--- src/rtl/olm_pkg.sv ---
// Shared types and constants for the offset_to_line_map block.
// Used by the controller, the datapath, the top level and the checker.
package olm_pkg;

  localparam int ENTRIES     = 1024;
  localparam int OFFSET_BITS = 24;
  localparam int LINE_BITS   = 20;
  localparam int IDX_BITS    = (ENTRIES > 1) ? $clog2(ENTRIES) : 1;
  localparam int CNT_BITS    = $clog2(ENTRIES + 1);

  typedef logic [IDX_BITS-1:0]    idx_t;
  typedef logic [CNT_BITS-1:0]    cnt_t;
  typedef logic [CNT_BITS:0]      cnt_sum_t;
  typedef logic [OFFSET_BITS-1:0] offset_t;
  typedef logic [LINE_BITS-1:0]   line_t;

  localparam offset_t OFFSET_MAX  = '1;
  localparam cnt_t    ENTRIES_CNT = cnt_t'(ENTRIES);

  localparam logic OP_WRITE  = 1'b0;
  localparam logic OP_LOOKUP = 1'b1;

  localparam logic [1:0] ST_OK   = 2'd0;
  localparam logic [1:0] ST_FULL = 2'd1;
  localparam logic [1:0] ST_SAT  = 2'd2;

  typedef struct packed {
    logic    op;
    line_t   line_number;
    offset_t code_offset;
  } olm_in_t;

  typedef struct packed {
    line_t      found_line;
    logic [1:0] status;
  } olm_out_t;

  typedef struct packed {
    offset_t start;
    line_t   line;
  } olm_entry_t;

  // Controller to datapath.
  typedef struct packed {
    logic start_write;
    logic start_lookup;
    logic step;
    logic load_out;
  } olm_cmd_t;

  // Datapath to controller.
  typedef struct packed {
    logic search_done;
  } olm_stat_t;

endpackage

--- src/rtl/olm_ctrl.sv ---
// Controller of offset_to_line_map: sequences writes and lookups and owns
// the input stall and output valid. Depends on olm_pkg.
module olm_ctrl (
  input  logic               clk,
  input  logic               rst,
  input  logic               in_valid,
  input  logic               in_op,
  output logic               in_stall,
  output logic               out_valid,
  input  logic               out_stall,
  input  olm_pkg::olm_stat_t stat,
  output olm_pkg::olm_cmd_t  cmd
);

  typedef enum logic [1:0] {
    IDLE,
    SEARCH,
    DONE
  } state_t;

  state_t state;
  logic   out_free;

  always_comb begin
    out_free         = !out_valid || !out_stall;
    in_stall         = (state != IDLE);
    cmd.start_write  = (state == IDLE) && in_valid && (in_op == olm_pkg::OP_WRITE);
    cmd.start_lookup = (state == IDLE) && in_valid && (in_op == olm_pkg::OP_LOOKUP);
    cmd.step         = (state == SEARCH) && !stat.search_done;
    cmd.load_out     = (state == DONE) && out_free;
  end

  always_ff @(posedge clk) begin
    if (rst) begin
      state     <= IDLE;
      out_valid <= 1'b0;
    end else begin
      if (cmd.load_out) begin
        out_valid <= 1'b1;
      end else if (!out_stall) begin
        out_valid <= 1'b0;
      end
      case (state)
        IDLE: begin
          if (cmd.start_write) begin
            state <= DONE;
          end else if (cmd.start_lookup) begin
            state <= SEARCH;
          end
        end
        SEARCH: begin
          if (stat.search_done) begin
            state <= DONE;
          end
        end
        DONE: begin
          if (out_free) begin
            state <= IDLE;
          end
        end
        default: begin
          state <= IDLE;
        end
      endcase
    end
  end

endmodule

--- config.mk ---
export PLATFORM = sky130hd
export DESIGN_NAME = olm_ctrl
export DESIGN_NICKNAME = d
export VERILOG_FILES = /design/src/rtl/olm_pkg.sv /design/src/rtl/olm_ctrl.sv
export SDC_FILE = /design/constraint.sdc
export NUM_CORES = 1
export LEC_CHECK = 0
export ABC_AREA = 1
export ABC_CLOCK_PERIOD_IN_PS = 2100
export BUFFER_PORTS_ARGS = -buffer_cell sky130_fd_sc_hd__buf_2
export CORE_AREA = 8 8 45 47
export DETAILED_ROUTE_END_ITERATION = 7
export DIE_AREA = 0 0 53 55
export SLEW_MARGIN = 20
export SYNTH_ARGS = -nofsm -noshare
export SYNTH_HDL_FRONTEND = slang
export SYNTH_SLANG_ARGS = --single-unit
--- constraint.sdc ---
create_clock -name clk -period 2.1 [get_ports clk]
set_clock_uncertainty 0.05 [all_clocks]
set_input_delay 0.105 -clock clk [delete_from_list [all_inputs] [get_ports clk]]
set_output_delay 0.105 -clock clk [all_outputs]
set_load 0.1 [all_outputs]
==> insert_results.sql, run 1 <==
INSERT INTO impl_metrics (metric_group, metric, value, unit) VALUES
('yosys', 'synth_largest_type_area_fraction', '0.338', ''),
('sta', 'finalHoldViolations', '0', ''),
('cells_and_area', 'final_layout_size_suffix_gt1_frac', '0.512', ''),
('sta', 'slew-limit-headroom', '0.677', ''),
('cells_and_area', 'design.final.nets', '48', ''),
('critical_path', 'worst_ep_arrival_time', '1.38', 'ns'),
('sta', 'worst_slew_pin_slew', '0.488', 'ns'),
('yosys', 'post_synth_xor_area_fraction', '0', ''),
('power', 'p_leak', '0.000167', 'uW'),
('yosys', 'postSynth.asyncResetShare', '0', ''),
('yosys', 'netlist_instances', '26', ''),
('critical_path', 'criticalPathCategory', 'flop to primary output', ''),
('sta', 'grt_setup_unrepaired', 'no', ''),
('clock_network', 'cts-htree-levels', '1', ''),
('critical_path', 'critical_path_peak_fanout', '4', ''),
('cells_and_area', 'antenna_cells', '0', ''),
('routing', 'post-route-drc-count', '0', ''),
('yosys', 'synth_area_leader_cell', 'sky130_fd_sc_hd__dfxtp_1', ''),
('yosys', 'synth_top_family_by_area', 'simple AND/OR/NAND/NOR gates', ''),
('routing', 'initialDrtViolationCount', '1', ''),
('global_route', 'grt_pass1_wl', '779', 'um'),
('sta', 'final_slew_violations', '0', ''),
('yosys', 'yosys-top-cells-count', 'sky130_fd_sc_hd__inv_1 (8), sky130_fd_sc_hd__dfxtp_1 (3), sky130_fd_sc_hd__nand2_1 (3)', ''),
('clock_network', 'cts.clk_slew.worst_paths', '0.04', 'ns'),
('global_route', 'antenna_found_initial', '0', ''),
('critical_path', 'critical_path.startpoint_type', 'flop', ''),
('job', 'maxCapViolations', '0', ''),
('die', 'ios', '12', ''),
('hold_path', 'worstHoldPathType', 'primary input to flop', ''),
('global_route', 'grt_overflow', '0', ''),
('cells_and_area', 'area_growth_syn_to_fin', '62.7', '%'),
('power', 'power_density', '989', 'nW/um^2'),
('sta', 'setup_tns', '0', 'ns'),
('global_route', 'grt.met2_usage', '0.0527', ''),
('place', 'io_buffer_count', '11', ''),
('yosys', 'post_synth.cell_area_avg', '6.83', 'sq um'),
('yosys', 'synth.yosys.seq_area_share', '0.338', ''),
('yosys', 'postSynth.topFlopCell', 'sky130_fd_sc_hd__dfxtp_1', ''),
('sta', 'post-route-period-util', '0.730', ''),
('critical_path', 'cp-end-kind', 'primary output', ''),
('die', 'initial_utilization', '0.128', ''),
('sta', 'timing.fmax', '0.652', 'GHz'),
('global_route', 'grt.busiest_layer', 'met4', ''),
('clock_network', 'clockBufferDepth', '2', ''),
('routing', 'detailedRoute.firstPassIterationCount', '5', ''),
('yosys', 'synth_seq_cells', '3', ''),
('yosys', 'synth_fp_nets', '32', ''),
('clock_network', 'clockRootBuffer', 'sky130_fd_sc_hd__clkbuf_4', ''),
('global_route', 'gr-usage-met3', '0.0374', ''),
('routing', 'vias', '211', ''),
('critical_path', 'critical_path_required', '1.95', 'ns'),
('yosys', 'syn-cell-area', '178', 'sq um'),
('yosys', 'synth_compound_gate_area_share', '0.134', ''),
('sta', 'min_period', '1.53', 'ns'),
('clock_network', 'cts_tree', 'done', ''),
('clock_network', 'post-cts-setup-buffers', '0', ''),
('yosys', 'synth_area_leaders', 'sky130_fd_sc_hd__dfxtp_1 (34%), sky130_fd_sc_hd__inv_1 (17%), sky130_fd_sc_hd__nor2_2 (7.0%)', ''),
('cells_and_area', 'n_fill_cell', '168', ''),
('sta', 'report.final.setup_viol', '0', ''),
('yosys', 'synth_edf_count', '0', ''),
('global_route', 'grt_pass1_vias', '196', ''),
('yosys', 'yosys.cell_count.top_type', 'sky130_fd_sc_hd__inv_1', ''),
('yosys', 'yosys.area_share.adder', '0', ''),
('clock_network', 'ctsResizeCount', '0', ''),
('routing', 'post_drt_via_cell_ratio', '3.70', ''),
('status', 'run_status', 'finished, final reports clean', ''),
('routing', 'drt.antenna.violating_nets', '0', ''),
('die', 'die_h', '55', 'um'),
('yosys', 'synth_simple_gate_area_frac', '0.359', ''),
('global_route', 'largest_net_degree_at_the_start_of_global_routing', '5', ''),
('place', 'place_congestion', '0.631', '');
where the power goes:
part	internal [uW]	switching [uW]	leakage, uW
Clock	71.2	30.0	0.0000150
Sequential	62.3	4.78	0.0000247
Combinational	20.3	97.2	0.000127
layer usage:
layer / wire length, um / share of wire
met5: 0 / 0
met4: 0 / 0
met3: 75 / 0.15
met2: 267 / 0.52
met1: 171 / 0.33
cells in the final DEF, fill, tap and decap left out:
cell	synthesis	layout
sky130_fd_sc_hd__a21oi_1	2	1
sky130_fd_sc_hd__a21oi_2	1	2
sky130_fd_sc_hd__buf_2	0	11
sky130_fd_sc_hd__clkbuf_1	0	1
sky130_fd_sc_hd__clkbuf_4	0	3
sky130_fd_sc_hd__dfxtp_1	3	3
sky130_fd_sc_hd__inv_1	8	8
sky130_fd_sc_hd__nand2_1	3	3
sky130_fd_sc_hd__nand2_2	1	1
sky130_fd_sc_hd__nand3_1	2	2
sky130_fd_sc_hd__nand3_2	1	1
sky130_fd_sc_hd__nor2_1	1	1
sky130_fd_sc_hd__nor2_2	2	2
sky130_fd_sc_hd__nor3_4	0	1
sky130_fd_sc_hd__o21ai_0	1	1
layout make-up:
cell class,count,area (sq um),share of cell area
Clock buffer,4,26.3,0.0909
Inverter,8,30.0,0.104
Multi-Input combinational cell,15,97.6,0.338
Sequential cell,3,60.1,0.208
Tap cell,16,20.0,0.0693
Timing Repair Buffer,11,55.1,0.190
kinds of logic after synthesis:
family | after synthesis
buf+inv | 8
simple gates | 11
compound gates | 4
flops | 3
through the flow:
stage / area, sq um / worst slack, ns / std cells / hold slack [ns]
finish: 289 / 0.566 / 57 / 0.00747
global route: 289 / 0.495 / 57 / 0.0139
CTS: 289 / 0.549 / 57 / 0.000781
detailed placement: 263 / 0.804 / 53 / 0.248
global placement: 263 / 0.830 / 53 / 0.250
floorplan: 188 / 0.157 / 26 / 0.117
critical path: stages, from the launching register on:
cell	delay, ns
sky130_fd_sc_hd__dfxtp_1	0.33
sky130_fd_sc_hd__nor2_2	0.18
sky130_fd_sc_hd__inv_1	0.10
sky130_fd_sc_hd__nor3_4	0.10
sky130_fd_sc_hd__buf_2	0.44
path summary, 6_finish.rpt:
path | startpoint | end | slack [ns] | cells past startpoint
hold reg to reg | out_valid | out_valid | 0.45 | 2
hold / removal | rst | state[0] | 0.007 | 2
setup reg to reg | state[1] | state[1] | 1.22 | 4
setup / recovery | state[1] | cmd[3] | 0.57 | 4
registers in the layout, summed over array words and instances (netlist names):
register	flops
out_valid	1
state	2
Power figures use the tool's default switching activity.
==> run 2, diff against run 1 <==
--- a/config.mk
+++ b/config.mk
@@ -6,7 +6,7 @@
 export NUM_CORES = 1
 export LEC_CHECK = 0
 export ABC_AREA = 1
-export ABC_CLOCK_PERIOD_IN_PS = 2100
+export ABC_CLOCK_PERIOD_IN_PS = 1400
 export BUFFER_PORTS_ARGS = -buffer_cell sky130_fd_sc_hd__buf_2
 export CORE_AREA = 8 8 45 47
 export DETAILED_ROUTE_END_ITERATION = 7
==> constraint.sdc (replaced) <==
create_clock -name clk -period 1.4 [get_ports clk]
set_clock_uncertainty 0.05 [all_clocks]
set_input_delay 0.07 -clock clk [delete_from_list [all_inputs] [get_ports clk]]
set_output_delay 0.07 -clock clk [all_outputs]
set_load 0.1 [all_outputs]
==> run 2 against run 1 <==
Compared with the run above: worst hold slack better by 0.055 ns; non-clock buffer count is 1 higher; core utilization is 6.2 points higher; total power is 66% higher; clock-buffer cell count stayed put; cell area is 30% higher; wire length is 9.5% lower; combinational power is 89% higher; worst setup slack worse by 0.47 ns; register-to-register slack worse by 0.68 ns; critical path depth stayed put; sequential share of layout area is 4.4 points lower.
==> insert_results.sql, run 2 (synthesized netlist as in run 1, its figures left out) <==
INSERT INTO impl_metrics (metric_group, metric, value, unit) VALUES
('power', 'internal_power', '272', 'uW'),
('cells_and_area', 'highest_count_cells_in_the_layout_ignoring_fill_and_taps', 'sky130_fd_sc_hd__inv_1 (8), sky130_fd_sc_hd__buf_2 (6), sky130_fd_sc_hd__buf_12 (5), sky130_fd_sc_hd__nand2_1 (3), sky130_fd_sc_hd__clkbuf_4 (3)', ''),
('global_route', 'grt_overflow', '0', ''),
('power', 'seq_power_share', '0.213', ''),
('global_route', 'antenna_found_initial', '0', ''),
('sta', 'finalHoldViolations', '0', ''),
('clock_network', 'clkLatencyLatePin', '0.23', 'ns'),
('critical_path', 'cell_by_cell_listing_of_the_critical_path', 'nor2_2 > inv_1 > nor3_4 > buf_12', ''),
('sta', 'slew-limit-headroom', '0.677', ''),
('cells_and_area', 'design.final.nets', '49', ''),
('clock_network', 'cts.clk_slew.worst_paths', '0.04', 'ns'),
('place', 'numPlacedInstances', '53', ''),
('cells_and_area', 'final-instance-count-excl-fill', '58', ''),
('clock_network', 'clockRootBuffer', 'sky130_fd_sc_hd__clkbuf_4', ''),
('die', 'floorplan.die_area', '2920', 'sq um'),
('die', 'initial_utilization', '0.128', ''),
('cells_and_area', 'top_flop_regs', 'state (2), out_valid (1)', ''),
('global_route', 'grt_pass1_wl', '834', 'um'),
('sta', 'timing.fmax', '0.769', 'GHz'),
('cells_and_area', 'largest-register', 'state', ''),
('routing', 'avgRoutedWirePerCell', '8.02', 'um'),
('cells_and_area', 'final_layout_size_suffix_gt1_frac', '0.524', ''),
('critical_path', 'critPathBufInv', '2', ''),
('die', 'ios', '12', ''),
('place', 'io_buffer_count', '11', ''),
('status', 'run_status', 'finished, final reports clean', ''),
('die', 'die_h', '55', 'um'),
('cells_and_area', 'layout.core_utilization', '0.271', ''),
('clock_network', 'clockBufferDepth', '2', ''),
('die', 'num_rows', '14', ''),
('routing', 'post-route-drc-count', '0', ''),
('sta', 'min_period', '1.30', 'ns'),
('routing', 'vias', '206', ''),
('sta', 'worst_slew_pin_slew', '0.488', 'ns'),
('critical_path', 'crit_slowest_cell', 'sky130_fd_sc_hd__dfxtp_1', ''),
('sta', 'report.final.setup_viol', '0', ''),
('global_route', 'gr-usage-all-layers', '0.0426', ''),
('routing', 'initialDrtViolationCount', '6', ''),
('die', 'coreArea', '1380', 'sq um'),
('power', 'irDropWorstVdd', '0.344', 'mV'),
('cells_and_area', 'layout_commonest_cell', 'sky130_fd_sc_hd__inv_1', ''),
('critical_path', 'timing.critical_path.max_delay_family', 'flip-flops', ''),
('clock_network', 'cts-htree-levels', '1', ''),
('clock_network', 'cts_buffers', '3', ''),
('clock_network', 'post-cts-setup-buffers', '0', ''),
('critical_path', 'criticalPathCategory', 'flop to primary output', ''),
('place', 'place_congestion', '0.672', ''),
('power', 'power_density', '1260', 'nW/um^2'),
('clock_network', 'ctsResizeCount', '0', ''),
('cells_and_area', 'largest_reg_flops', '2', ''),
('sta', 'grt_setup_unrepaired', 'no', ''),
('sta', 'final_slew_violations', '0', ''),
('power', 'clock_power_frac', '0.317', ''),
('place', 'dpl.hpwl', '415', 'um'),
('critical_path', 'worst_ep_arrival_time', '1.18', 'ns'),
('hold_path', 'worstHoldPathType', 'primary input to flop', ''),
('routing', 'post_drt_via_cell_ratio', '3.55', ''),
('job', 'maxCapViolations', '0', ''),
('sta', 'post-route-period-util', '0.928', ''),
('clock_network', 'cts_sinks', '3', ''),
('cells_and_area', 'antenna_cells', '0', ''),
('cells_and_area', 'n_fill_cell', '160', ''),
('die', 'chipWidth', '53', 'um'),
('cells_and_area', 'area_growth_syn_to_fin', '111', '%'),
('power', 'comb_power_share', '0.469', ''),
('clock_network', 'cts_tree', 'done', ''),
('critical_path', 'crit_path_max_incr_delay', '0.33', 'ns'),
('power', 'p_leak', '0.000189', 'uW'),
('routing', 'totalWireLength', '465', 'um'),
('power', 'swShare', '0.428', ''),
('critical_path', 'critical_path.startpoint_type', 'flop', ''),
('routing', 'detailedRoute.firstPassIterationCount', '4', ''),
('power', 'p_sw', '203', 'uW'),
('routing', 'drt.antenna.violating_nets', '0', ''),
('global_route', 'largest_net_degree_at_the_start_of_global_routing', '5', ''),
('global_route', 'grt_pass1_vias', '205', ''),
('critical_path', 'critical_path_required', '1.28', 'ns'),
('critical_path', 'cp-end-kind', 'primary output', ''),
('critical_path', 'critical_path_peak_fanout', '4', '');
-- run 2: changes by cell type in the layout (fill, tap and decap cells not counted) --
cell                            change
sky130_fd_sc_hd__buf_12             +5
sky130_fd_sc_hd__buf_2              -5
sky130_fd_sc_hd__dfxtp_1            -1
sky130_fd_sc_hd__dfxtp_2            +1
sky130_fd_sc_hd__dlygate4sd3_1      +1
-- run 2: metal layers --
layer / GRT usage / share of wire / up-vias
met4: 0.0517 / 0 / 0
met3: 0.0321 / 0.12 / 0
met2: 0.0547 / 0.46 / 7
li1: - / - / 110
met5: 0 / 0 / -
met1: 0.0395 / 0.42 / 89
-- run 2: stage by stage --
stage / total power (uW) / cell area, sq um / worst slack (ns) / setup TNS (ns) / hold slack [ns]
floorplan: 249 / 189 / -0.508 / -0.694 / 0.0817
global placement: 325 / 339 / 0.326 / 0 / 0.217
detailed placement: 326 / 339 / 0.315 / 0 / 0.218
CTS: 485 / 375 / 0.0559 / 0 / 0.0569
global route: 508 / 375 / 0.00846 / 0 / 0.0641
finish: 475 / 375 / 0.100 / 0 / 0.0624
-- run 2: worst paths after layout --
| check | slack (ns) | endpoint | from | cells after the start |
|---|---|---|---|---|
| worst min register to register | 0.42 | out_valid | out_valid | 2 |
| worst max-delay path | 0.10 | cmd[3] | state[1] | 4 |
| worst max register to register | 0.54 | state[1] | state[0] | 5 |
| worst min-delay path | 0.06 | out_valid | out_stall | 3 |
-- run 2: worst register-to-register path: cells and delay by family (launching register included) --
| kind | cells | cell delay (ns) |
|---|---|---|
| buffers and inverters | 1 | 0.08 |
| DFF | 1 | 0.34 |
| and+or+nand+nor | 4 | 0.29 |
-- run 2: timing repair --
item | 4_1_cts | 5_1_grt
endpoints found under the setup margin | 0 | 1
hold buffers | 1 | 0
hold endpoints to repair | 2 | 0
-- run 2: final cells by class --
cell class / count / area, sq um / area share
Timing Repair Buffer: 12 / 140 / 0.373
Inverter: 8 / 30.0 / 0.0800
Sequential cell: 3 / 61.3 / 0.163
Tap cell: 16 / 20.0 / 0.0533
Clock buffer: 4 / 26.3 / 0.0700
Multi-Input combinational cell: 15 / 97.6 / 0.260
-- run 2: power groups by stage --
stage                     Clock, uW  Combinational (uW)  Sequential [uW]
after floorplan                   0                 130              119
after global placement            0                 222              102
after detailed placement          0                 223              103
after CTS                       158                 226              101
after global routing            172                 233              103
final                           150                 223              101
==> run 3, diff against run 2 <==
--- a/config.mk
+++ b/config.mk
@@ -11,7 +11,9 @@
 export CORE_AREA = 8 8 45 47
 export DETAILED_ROUTE_END_ITERATION = 7
 export DIE_AREA = 0 0 53 55
+export MAX_ROUTING_LAYER = met4
 export SLEW_MARGIN = 20
 export SYNTH_ARGS = -nofsm -noshare
 export SYNTH_HDL_FRONTEND = slang
 export SYNTH_SLANG_ARGS = --single-unit
+export TNS_END_PERCENT = 50
==> run 3 against run 2 <==
Compared with the run above: clock power shrank 3%; first-iteration DRC count is 17% higher; largest power group unchanged; sequential share of layout area shrank 0.49 points; core utilization rose by 0.27 points; global-route usage decreased by 0.49 points; register-to-register slack worse by 0.04 ns; highest routed layer unchanged; sequential power about the same; total power rose by 0.13%.
==> insert_results.sql, run 3 (synthesized netlist as in run 1, its figures left out) <==
INSERT INTO impl_metrics (metric_group, metric, value, unit) VALUES
('clock_network', 'cts.clk_slew.worst_paths', '0.04', 'ns'),
('global_route', 'antenna_found_initial', '0', ''),
('critical_path', 'worst_ep_arrival_time', '1.19', 'ns'),
('die', 'num_rows', '14', ''),
('sta', 'grt_setup_unrepaired', 'no', ''),
('critical_path', 'critical_path_required', '1.28', 'ns'),
('routing', 'avgRoutedWirePerCell', '8.60', 'um'),
('place', 'placed_cell_area', '338', 'sq um'),
('sta', 'post-route-period-util', '0.938', ''),
('hold_path', 'worst_hold_startpoint', 'out_stall', ''),
('cells_and_area', 'largest_reg_flops', '2', ''),
('cells_and_area', 'layout.core_utilization', '0.274', ''),
('routing', 'initialDrtViolationCount', '7', ''),
('clock_network', 'clockBufferDepth', '2', ''),
('cells_and_area', 'layout.cell_area.non_filler', '379', 'sq um'),
('cells_and_area', 'layout_commonest_cell', 'sky130_fd_sc_hd__inv_1', ''),
('critical_path', 'cp-end-kind', 'primary output', ''),
('sta', 'timing.fmax', '0.761', 'GHz'),
('cells_and_area', 'layout.area.seq', '60.1', 'sq um'),
('critical_path', 'critical_path.startpoint_type', 'flop', ''),
('die', 'die_h', '55', 'um'),
('sta', 'final_slew_violations', '0', ''),
('sta', 'worst_slew_pin_slew', '0.485', 'ns'),
('clock_network', 'clockRootBuffer', 'sky130_fd_sc_hd__clkbuf_4', ''),
('clock_network', 'cts-htree-levels', '1', ''),
('critical_path', 'worstReg2RegStart', 'state[0]', ''),
('critical_path', 'critical_path_peak_fanout', '4', ''),
('die', 'coreArea', '1380', 'sq um'),
('sta', 'finalHoldViolations', '0', ''),
('place', 'place_congestion', '0.653', ''),
('global_route', 'largest_net_degree_at_the_start_of_global_routing', '5', ''),
('sta', 'min_period', '1.31', 'ns'),
('cells_and_area', 'highest_count_cells_in_the_layout_ignoring_fill_and_taps', 'sky130_fd_sc_hd__inv_1 (8), sky130_fd_sc_hd__buf_2 (6), sky130_fd_sc_hd__buf_12 (5)', ''),
('cells_and_area', 'n_fill_cell', '159', ''),
('cells_and_area', 'area_growth_syn_to_fin', '113', '%'),
('routing', 'drt.antenna.violating_nets', '0', ''),
('hold_path', 'worstHoldPathType', 'primary input to flop', ''),
('die', 'initial_utilization', '0.128', ''),
('power', 'irDropWorstVdd', '0.381', 'mV'),
('clock_network', 'cts_sinks', '3', ''),
('cells_and_area', 'final_layout_size_suffix_gt1_frac', '0.500', ''),
('status', 'run_status', 'finished, final reports clean', ''),
('clock_network', 'clkLatencyLatePin', '0.22', 'ns'),
('global_route', 'grt_overflow', '0', ''),
('global_route', 'grt_pass1_wl', '724', 'um'),
('critical_path', 'criticalPathCategory', 'flop to primary output', ''),
('job', 'maxCapViolations', '0', ''),
('power', 'power_density', '1250', 'nW/um^2'),
('place', 'dpl.hpwl', '433', 'um'),
('clock_network', 'cts_tree', 'done', ''),
('die', 'floorplan.die_area', '2920', 'sq um'),
('routing', 'post_drt_via_cell_ratio', '3.60', ''),
('power', 'p_leak', '0.000190', 'uW'),
('cells_and_area', 'antenna_cells', '0', ''),
('routing', 'totalWireLength', '499', 'um'),
('global_route', 'gr-usage-all-layers', '0.0377', ''),
('routing', 'post-route-drc-count', '0', ''),
('cells_and_area', 'multi_input_comb_area', '103', 'sq um'),
('die', 'ios', '12', ''),
('sta', 'report.final.setup_viol', '0', ''),
('routing', 'vias', '209', ''),
('cells_and_area', 'top_flop_regs', 'state (2), out_valid (1)', ''),
('cells_and_area', 'design.final.nets', '49', ''),
('sta', 'slew-limit-headroom', '0.679', ''),
('critical_path', 'crit_path_start', 'state[1]', ''),
('global_route', 'grt_pass1_vias', '193', ''),
('cells_and_area', 'largest-register', 'state', ''),
('die', 'chipWidth', '53', 'um'),
('place', 'io_buffer_count', '11', ''),
('routing', 'detailedRoute.firstPassIterationCount', '4', ''),
('clock_network', 'cts_buffers', '3', '');
run 3: final timing paths:
path               end  slack (ns)  cells after the start
max             cmd[3]        0.09                      4
min          out_valid        0.07                      3
max reg2reg   state[1]        0.50                      5
min reg2reg  out_valid        0.44                      2
run 3: final cells by class:
| type | instances | area share |
|---|---|---|
| Inverter | 8 | 0.0792 |
| Multi-Input combinational cell | 15 | 0.271 |
| Timing Repair Buffer | 12 | 0.370 |
| Clock buffer | 4 | 0.0693 |
| Sequential cell | 3 | 0.158 |
| Tap cell | 16 | 0.0528 |
run 3: power by group:
group / switching, uW / internal, uW / leakage, uW
logic: 154 / 72.6 / 0.000150
registers: 9.17 / 93.4 / 0.0000247
clock network: 39.8 / 106 / 0.0000150
total: 203 / 273 / 0.000190
run 3: metal layers:
| layer | share of wire | track usage | up-vias |
|---|---|---|---|
| li1 | - | - | 112 |
| met1 | 0.34 | 0.0289 | 91 |
| met2 | 0.56 | 0.0625 | 6 |
| met3 | 0.094 | 0.0187 | 0 |
| met4 | 0 | 0.0388 | 0 |
| met5 | 0 | - | - |
run 3: repair_timing:
action | CTS | global route
hold buffers | 1 | 0
resized for setup | 0 | 1
setup buffers | 0 | 0
setup endpoints to repair | 0 | 1
hold endpoints to repair | 2 | 0
run 3: critical path: stages, from the launching register on:
cell and delay, ns:
sky130_fd_sc_hd__dfxtp_1 0.35, sky130_fd_sc_hd__nor2_4 0.15, sky130_fd_sc_hd__inv_1 0.11, sky130_fd_sc_hd__nor3_4 0.16
sky130_fd_sc_hd__buf_12 0.20
run 3: through the flow:
stage	setup WS, ns	std cells	hold slack [ns]	TNS [ns]	power, uW
6_report	0.0867	58	0.0717	0	475
5_1_grt	0.00938	58	0.0689	0	502
4_1_cts	0.0430	58	0.0687	0	480
3_5_place_dp	0.290	53	0.220	0	326
3_3_place_gp	0.302	53	0.214	0	324
2_1_floorplan	-0.508	26	0.0824	-0.981	248
